**config.mk**
```make
export PLATFORM = sky130hd
export DESIGN_NAME = cycle_count_to_microsecond_timebase_flat
export DESIGN_NICKNAME = d
export VERILOG_FILES = /design/src/rtl/cctm_pkg.sv /design/src/rtl/cctm_if.sv /design/src/rtl/cctm_divider.sv /design/src/rtl/cycle_count_to_microsecond_timebase.sv /design/src/flat_wrapper.sv
export SDC_FILE = /design/constraint.sdc
export NUM_CORES = 1
export LEC_CHECK = 0
export BUFFER_PORTS_ARGS = -buffer_cell sky130_fd_sc_hd__buf_2
export CORE_MARGIN = 1
export CORE_UTILIZATION = 59
export DETAILED_ROUTE_END_ITERATION = 10
export PLACE_DENSITY = 0.76
export SLEW_MARGIN = 20
export SYNTH_ARGS = -nofsm -noshare
export SYNTH_HDL_FRONTEND = slang
export SYNTH_SLANG_ARGS = --single-unit
```
**constraint.sdc**
```tcl
create_clock -name clk -period 4.02 [get_ports clk]
set_input_delay 0 -clock clk [delete_from_list [all_inputs] [get_ports clk]]
set_output_delay 0 -clock clk [all_outputs]
set_load 0.01 [all_outputs]
```
**src/rtl/cctm_pkg.sv**
```systemverilog
// Shared widths, codes and control types for the cycle-count microsecond timebase.
package cctm_pkg;

	localparam int WORD_WIDTH = 32;
	localparam int SUM_WIDTH  = WORD_WIDTH + 1;
	localparam int ACC_WIDTH  = 64;
	localparam int CPM_WIDTH  = 10;

	localparam logic [CPM_WIDTH-1:0] CPM_RESET = CPM_WIDTH'(180);

	typedef enum logic {
		ACTION_SAMPLE = 1'b0,
		ACTION_START  = 1'b1
	} action_t;

	// Command from the sequencer to the divider.
	typedef struct packed {
		logic start;
	} div_ctrl_t;

	// Status from the divider back to the sequencer.
	typedef struct packed {
		logic busy;
		logic done;
	} div_stat_t;

endpackage

```
**src/rtl/cctm_if.sv**
```systemverilog
// Valid/ready channel interfaces for sample items and microsecond results.
interface cctm_sample_if
	import cctm_pkg::*;
();
	logic                  valid;
	logic                  ready;
	logic                  action;
	logic [WORD_WIDTH-1:0] cycle_count;
	logic [WORD_WIDTH-1:0] seed_microseconds;

	modport source (output valid, output action, output cycle_count,
		output seed_microseconds, input ready);
	modport sink (input valid, input action, input cycle_count,
		input seed_microseconds, output ready);
endinterface

interface cctm_time_if
	import cctm_pkg::*;
();
	logic                  valid;
	logic                  ready;
	logic [WORD_WIDTH-1:0] microseconds;

	modport source (output valid, output microseconds, input ready);
	modport sink (input valid, input microseconds, output ready);
endinterface

```
**src/rtl/cctm_divider.sv**
```systemverilog
// Bit-serial restoring divider: 33-bit dividend by 10-bit divisor, one quotient bit a cycle.
module cctm_divider
	import cctm_pkg::*;
(
	input  logic                 clk,
	input  logic                 arst_n,
	input  div_ctrl_t            ctrl,
	input  logic [SUM_WIDTH-1:0] dividend,
	input  logic [CPM_WIDTH-1:0] divisor,
	output div_stat_t            stat,
	output logic [SUM_WIDTH-1:0] quotient,
	output logic [CPM_WIDTH-1:0] remainder
);

	localparam int CNT_WIDTH = $clog2(SUM_WIDTH + 1);

	logic                 busy_q;
	logic                 done_q;
	logic [CNT_WIDTH-1:0] cnt_q;
	logic [SUM_WIDTH-1:0] dvd_q;
	logic [CPM_WIDTH-1:0] rem_q;
	logic [CPM_WIDTH-1:0] dvs_q;

	logic [CPM_WIDTH:0]   trial;
	logic                 ge;
	logic [CPM_WIDTH:0]   diff;

	// Shift in the next dividend bit and try one subtraction
	always_comb begin
		trial = {rem_q, dvd_q[SUM_WIDTH-1]};
		ge    = (trial >= {1'b0, dvs_q});
		diff  = trial - {1'b0, dvs_q};
	end

	// Control: count iterations, flag the last one
	always_ff @(posedge clk or negedge arst_n) begin
		if (!arst_n) begin
			busy_q <= 1'b0;
			done_q <= 1'b0;
			cnt_q  <= '0;
		end else begin
			done_q <= 1'b0;
			if (ctrl.start) begin
				busy_q <= 1'b1;
				cnt_q  <= CNT_WIDTH'(SUM_WIDTH);
			end else if (busy_q) begin
				cnt_q <= cnt_q - CNT_WIDTH'(1);
				if (cnt_q == CNT_WIDTH'(1)) begin
					busy_q <= 1'b0;
					done_q <= 1'b1;
				end
			end
		end
	end

	// Datapath: dividend and quotient share the shift register
	always_ff @(posedge clk) begin
		if (ctrl.start) begin
			dvd_q <= dividend;
			rem_q <= '0;
			dvs_q <= divisor;
		end else if (busy_q) begin
			dvd_q <= {dvd_q[SUM_WIDTH-2:0], ge};
			rem_q <= ge ? diff[CPM_WIDTH-1:0] : trial[CPM_WIDTH-1:0];
		end
	end

	assign stat.busy = busy_q;
	assign stat.done = done_q;
	assign quotient  = dvd_q;
	assign remainder = rem_q;

endmodule

```
**src/rtl/cycle_count_to_microsecond_timebase.sv**
```systemverilog
// Top level: converts cycle-counter samples into a running microsecond time.
//
// Channels: sample_ch (sink) carries action, cycle_count and seed_microseconds;
// time_ch (source) returns one microseconds result per item. cfg_wr_en with
// cfg_wr_data writes cycles_per_microsecond (0 acts as 1); write it only idle.
// A start item seeds the time and returns the seed in the cycle after accept;
// a sample before any start returns zero. A running sample
// adds the wrapped cycle delta to the leftover cycles and divides by
// cycles_per_microsecond in a bit-serial restoring divider, one quotient bit
// per cycle over 33 bits, then adds the quotient to a 64-bit accumulator.
// A sample goes through ST_DIV while the divider loop runs, then ST_FINISH, where
// the result is loaded; the next item is accepted only back in ST_IDLE. Start
// items and samples before start are answered straight from ST_IDLE.
// The input is not ready while a division runs, or while the output register
// is full and the receiver stalls; a held result stays until taken.
// Reset clears the time state, the output register and loads the divisor 180.
module cycle_count_to_microsecond_timebase
	import cctm_pkg::*;
(
	input  logic                 clk,
	input  logic                 arst_n,
	cctm_sample_if.sink          sample_ch,
	cctm_time_if.source          time_ch,
	input  logic                 cfg_wr_en,
	input  logic [CPM_WIDTH-1:0] cfg_wr_data
);

	typedef enum logic [1:0] {
		ST_IDLE,
		ST_DIV,
		ST_FINISH
	} state_t;

	state_t                 state_q;
	logic [CPM_WIDTH-1:0]   cpm_q;
	logic                   started_q;
	logic [WORD_WIDTH-1:0]  last_q;
	logic [CPM_WIDTH-1:0]   leftover_q;
	logic [ACC_WIDTH-1:0]   acc_q;
	logic                   out_valid_q;
	logic [WORD_WIDTH-1:0]  out_data_q;

	logic                   accept;
	logic                   out_free;
	logic                   out_load;
	logic [WORD_WIDTH-1:0]  delta;
	logic [SUM_WIDTH-1:0]   sum;
	logic [CPM_WIDTH-1:0]   divisor;
	logic [ACC_WIDTH-1:0]   acc_next;
	div_ctrl_t              div_ctrl;
	div_stat_t              div_stat;
	logic [SUM_WIDTH-1:0]   quotient;
	logic [CPM_WIDTH-1:0]   remainder;

	assign out_free        = !out_valid_q || time_ch.ready;
	assign sample_ch.ready = (state_q == ST_IDLE) && out_free;
	assign accept          = sample_ch.valid && sample_ch.ready;

	// Load the output register on an immediate result or a finished division
	assign out_load = ((state_q == ST_IDLE) && accept
			&& ((sample_ch.action == ACTION_START) || !started_q))
		|| ((state_q == ST_FINISH) && out_free);

	// Form the dividend and the effective divisor
	always_comb begin
		delta    = sample_ch.cycle_count - last_q;
		sum      = {1'b0, delta} + SUM_WIDTH'(leftover_q);
		divisor  = (cpm_q == '0) ? CPM_WIDTH'(1) : cpm_q;
		acc_next = acc_q + ACC_WIDTH'(quotient);
	end

	assign div_ctrl.start = accept && started_q
		&& (sample_ch.action == ACTION_SAMPLE);

	cctm_divider u_div (
		.clk       (clk),
		.arst_n    (arst_n),
		.ctrl      (div_ctrl),
		.dividend  (sum),
		.divisor   (divisor),
		.stat      (div_stat),
		.quotient  (quotient),
		.remainder (remainder)
	);

	// Configuration register
	always_ff @(posedge clk or negedge arst_n) begin
		if (!arst_n) begin
			cpm_q <= CPM_RESET;
		end else if (cfg_wr_en) begin
			cpm_q <= cfg_wr_data;
		end
	end

	// Sequencer, time state and output register
	always_ff @(posedge clk or negedge arst_n) begin
		if (!arst_n) begin
			state_q     <= ST_IDLE;
			started_q   <= 1'b0;
			last_q      <= '0;
			leftover_q  <= '0;
			acc_q       <= '0;
			out_valid_q <= 1'b0;
			out_data_q  <= '0;
		end else begin
			if (out_load) begin
				out_valid_q <= 1'b1;
			end else if (time_ch.ready) begin
				out_valid_q <= 1'b0;
			end
			unique case (state_q)
				ST_IDLE: begin
					if (accept) begin
						if (sample_ch.action == ACTION_START) begin
							started_q   <= 1'b1;
							last_q      <= sample_ch.cycle_count;
							leftover_q  <= '0;
							acc_q       <= ACC_WIDTH'(sample_ch.seed_microseconds);
							out_data_q  <= sample_ch.seed_microseconds;
						end else if (!started_q) begin
							out_data_q  <= '0;
						end else begin
							last_q  <= sample_ch.cycle_count;
							state_q <= ST_DIV;
						end
					end
				end
				ST_DIV: begin
					if (div_stat.done) begin
						state_q <= ST_FINISH;
					end
				end
				ST_FINISH: begin
					// Hold the result until the output register is free
					if (out_free) begin
						acc_q       <= acc_next;
						leftover_q  <= remainder;
						out_data_q  <= acc_next[WORD_WIDTH-1:0];
						state_q     <= ST_IDLE;
					end
				end
				default: begin
					state_q <= ST_IDLE;
				end
			endcase
		end
	end

	assign time_ch.valid        = out_valid_q;
	assign time_ch.microseconds = out_data_q;

endmodule

```
**src/flat_wrapper.sv**
```systemverilog
// flat-port wrapper written by rule: the top's interface ports become plain ports
module cycle_count_to_microsecond_timebase_flat import cctm_pkg::*;
  (clk, arst_n, cfg_wr_en, cfg_wr_data, sample_ch_valid, sample_ch_action, sample_ch_cycle_count, sample_ch_seed_microseconds, sample_ch_ready, time_ch_valid, time_ch_microseconds, time_ch_ready);
  cctm_sample_if sample_ch_i ();
  cctm_time_if time_ch_i ();
  input  logic clk;
  input  logic arst_n;
  input  logic cfg_wr_en;
  input  logic [CPM_WIDTH-1:0] cfg_wr_data;
  input wire logic [$bits(sample_ch_i.valid)-1:0] sample_ch_valid;
  input wire logic [$bits(sample_ch_i.action)-1:0] sample_ch_action;
  input wire logic [$bits(sample_ch_i.cycle_count)-1:0] sample_ch_cycle_count;
  input wire logic [$bits(sample_ch_i.seed_microseconds)-1:0] sample_ch_seed_microseconds;
  output wire logic [$bits(sample_ch_i.ready)-1:0] sample_ch_ready;
  output wire logic [$bits(time_ch_i.valid)-1:0] time_ch_valid;
  output wire logic [$bits(time_ch_i.microseconds)-1:0] time_ch_microseconds;
  input wire logic [$bits(time_ch_i.ready)-1:0] time_ch_ready;
  assign sample_ch_i.valid = sample_ch_valid;
  assign sample_ch_i.action = sample_ch_action;
  assign sample_ch_i.cycle_count = sample_ch_cycle_count;
  assign sample_ch_i.seed_microseconds = sample_ch_seed_microseconds;
  assign sample_ch_ready = sample_ch_i.ready;
  assign time_ch_valid = time_ch_i.valid;
  assign time_ch_microseconds = time_ch_i.microseconds;
  assign time_ch_i.ready = time_ch_ready;
  cycle_count_to_microsecond_timebase u_core (.clk(clk), .arst_n(arst_n), .sample_ch(sample_ch_i), .time_ch(time_ch_i), .cfg_wr_en(cfg_wr_en), .cfg_wr_data(cfg_wr_data));
endmodule
```
==> reports/qor.txt <==
Status = completed
Num CTS Buffers = 17
Synth Register Bits = 181
H-tree Lvls = 4
Asr flop ratio synth = 70.72%
RSZ-0062 raised after global routing = true
Measured slew at the worst slew-check pin = 880.1 ps
Largest net degree at the start of global routing = 70
Reg-to-reg endpoint = u_core.u_div.quotient[30]
Hold path cells = 4
Worst-Skew Late Latency = 440 ps
P per Cell Area = 843.7 mW/mm^2
Hold Fails Final Rpt = 0
Critical Path RT = 4200 ps
Slew headroom = 41.11%
Chip width = 146.8 um
Layout cells sized above 1 = 15.81%
Prevailing post-synth register cell = dfrtp_1
Min setup slack post-route = 147.3 ps
Initial Util = 60.75%
DRC = 0
Reg2Reg Depth = 16
P_leak = 6.846 nW
Max cap viols = 0
Worst Hold Class = in2reg
Synth Instances = 1379
Internal Pwr Total = 0.006631 W
Tmin final = 3873 ps
Number of global-route vias before repair = 10300
CP Max Fanout = 5
Reg2Reg Launch Point = u_core.last_q[0]
Detailed-route via count = 10620
TritonRoute pass-1 iters = 6
Worst Hold Margin = 17.91 ps
Hold EP = u_core.acc_q[7]
Met1 Track Usage GR = 40.73%
DR iter-0 viols = 713
Avg Inst Size Synth = 8.972 um^2
Core area = 0.02036 mm^2
Yosys warnings = 0
GRT overflow = 0
Met2 track demand over resource = 46.23%
# setup viols final = 0
Switching share of power = 46.14%
CP Class = reg2reg
Hpwl dp = 21520 um
# rows = 52
WP data arrival = 4050 ps
Final Max Slew Viols = 0
Number of diodes = 0
Area Growth Syn to Fin = 17.95%
Vias per inst = 5.775
Clk_skew = 13.81 ps
Synth unique cells = 103
Hold_sp = sample_ch_seed_microseconds[7]
Fillers = 1569
EDFF count, synth = 43
Crit end category = register
Setup WS pre-CTS = 121.2 ps
CTS tree = yes
IO Pins = 114
Comb pwr share = 59.9%
Chip height = 146.8 um
Gr usage total = 28.88%
Clock share of power = 13.1%
Seq/Total Area, Yosys = 37.99%
Avg WL per Cell = 16.32 um
Antenna Violating Nets Remaining = 0
Area of the mapped netlist = 0.01237 mm^2
Initial antenna violation count = 0
Clock Pin Slew Worst Setup and Hold Paths = 80 ps
Placer congestion estimate = 0.9518
Period utilization = 96.34%
Setup TNS = 0 ps
VDD IR-drop max = 0.0004043 V
CTS Buffer Depth = 2
Port bufs = 113
Nets = 1724
Psw = 0.005680 W
WL final = 30010 um
GR Util met3 = 3.043%
R2r setup slk = 150 ps
First-pass GRT wire length = 50430 um
Syn nets = 1547
Clk root buf = clkbuf_16
DIE AREA = 0.02155 mm^2
Clk sinks = 181
Achievable frequency = 258.2 MHz
CP Launch Type = register
Sequential power share = 27.1%
Top Usage Layer GRT = met2
## kinds of logic after synthesis
group	share of synthesized area, %
xor gates and xnor gates	5.340
adders and majority gates	9.142
and+or+nand+nor	18.35
DFF	37.99
buffers and inverters	4.864
AOI/OAI and AO/OA	22.06
muxes	2.265
## metrics by stage
step	cells	total power [W]	util (%)	area, um^2
6_report	1839	0.01231	71.66	14590
3_3_place_gp	1716	0.01026	64.47	13130
3_5_place_dp	1716	0.01047	64.47	13130
4_1_cts	1832	0.01222	71.29	14520
5_1_grt	1839	0.01331	71.66	14590
2_1_floorplan	1379	0.008830	-	12370
## cell usage in the layout, fill, tap and decap left out, types with 6 or more instances in the layout
master / n
mux2i_1: 10
or2_2: 7
nor3_1: 24
dfxtp_1: 10
o211ai_1: 15
and3_1: 13
a211oi_1: 16
xnor2_1: 38
nand3b_1: 7
buf_4: 24
edfxtp_1: 43
nor2b_1: 6
nand3_1: 40
a21oi_1: 85
nor2_1: 93
a21o_1: 54
mux2_2: 16
o21ai_0: 109
xor2_1: 30
clkbuf_16: 17
dfrtp_1: 124
dlygate4sd3_1: 84
a22oi_1: 6
nand2_1: 202
o21a_1: 15
ha_1: 84
a31oi_1: 9
inv_6: 6
nand2b_1: 17
o21bai_1: 6
buf_2: 112
o21ai_1: 15
nand4_1: 8
inv_1: 78
o31ai_1: 10
## cell type report
cell class	count	area, um^2	area share (%)
Multi-Input combinational cell	1056	7109	48.72
Sequential cell	181	4700	32.20
Timing Repair Buffer	221	1602	10.97
Clock buffer	18	429.2	2.941
Tap cell	270	337.8	2.315
Inverter	79	296.5	2.032
Clock inverter	14	118.9	0.8145
## sequential cells by signal, indices dropped and copies added, names as in the netlist
name,flops
u_core.state_q,2
u_core.time_ch.microseconds,32
u_core.u_div.cnt_q,6
u_core.acc_q,32
u_core.last_q,32
u_core.cpm_q,10
u_core.u_div.dvs_q,10
u_core.leftover_q,10
u_core.time_ch.valid,1
u_core.u_div.remainder,10
u_core.u_div.busy_q,1
u_core.u_div.quotient,33
u_core.u_div.done_q,1
u_core.started_q,1
## worst max-delay path: stages (launching register included)
cell	delay, ps
dfrtp_1	390
ha_1	220
fa_2	370
nand2b_1	190
nand2b_1	100
a21oi_1	90
xnor2_1	150
ha_1	310
nand2_1	70
o211ai_1	270
a41o_1	220
nor3b_4	200
nor4b_4	270
nand4_4	180
nor4_4	290
mux2i_1	230
nand2_1	80
## timing repair
action | in CTS | in global routing
setup buffers | 0 | 7
endpoints found under the setup margin | 0 | 11
resized for setup | 0 | 6
endpoints found under the hold margin | 162 | 0
hold buffers | 84 | 0
## per-layer routing
metal,up-vias,routed length (um)
met1,5010,14360
met3,46,1402
li1,5254,-
met4,0,591
met5,-,0
met2,310,13660
## synth_stat cells, drive strengths merged, types with 32 or more instances
library cell | count | area share (%)
nand2 | 202 | 6.1
o21ai | 125 | 5.1
dfrtp | 124 | 25
nor2 | 96 | 3.0
a21oi | 89 | 3.7
ha | 84 | 8.5
inv | 78 | 2.4
a21o | 55 | 3.4
clkbuf | 50 | 1.7
edfxtp | 43 | 10
nand3 | 41 | 1.7
xnor2 | 40 | 3.0
xor2 | 32 | 2.4
## power groups by stage
stage               clock network [W]  registers, W  logic (W)
floorplan                           0       0.00322    0.00561
global placement                    0       0.00332    0.00694
detailed placement                  0       0.00334    0.00712
CTS                           0.00163       0.00332    0.00727
global route                  0.00169       0.00342    0.00819
finish                        0.00161       0.00333    0.00737
## how the worst max path moves through the flow
| stage | from | end | slack (ps) | cells past startpoint |
|---|---|---|---|---|
| floorplan | u_core.last_q[0] | u_core.u_div.quotient[28] | 370 | 16 |
| global placement | u_core.last_q[4] | u_core.u_div.quotient[30] | 320 | 17 |
| detailed placement | u_core.last_q[0] | u_core.u_div.quotient[27] | 120 | 14 |
| CTS | u_core.last_q[0] | u_core.u_div.quotient[27] | 80 | 14 |
| global route | u_core.last_q[0] | u_core.u_div.quotient[30] | -90 | 16 |
| finish | u_core.last_q[0] | u_core.u_div.quotient[30] | 150 | 16 |
(Power assumes the default switching activity.)
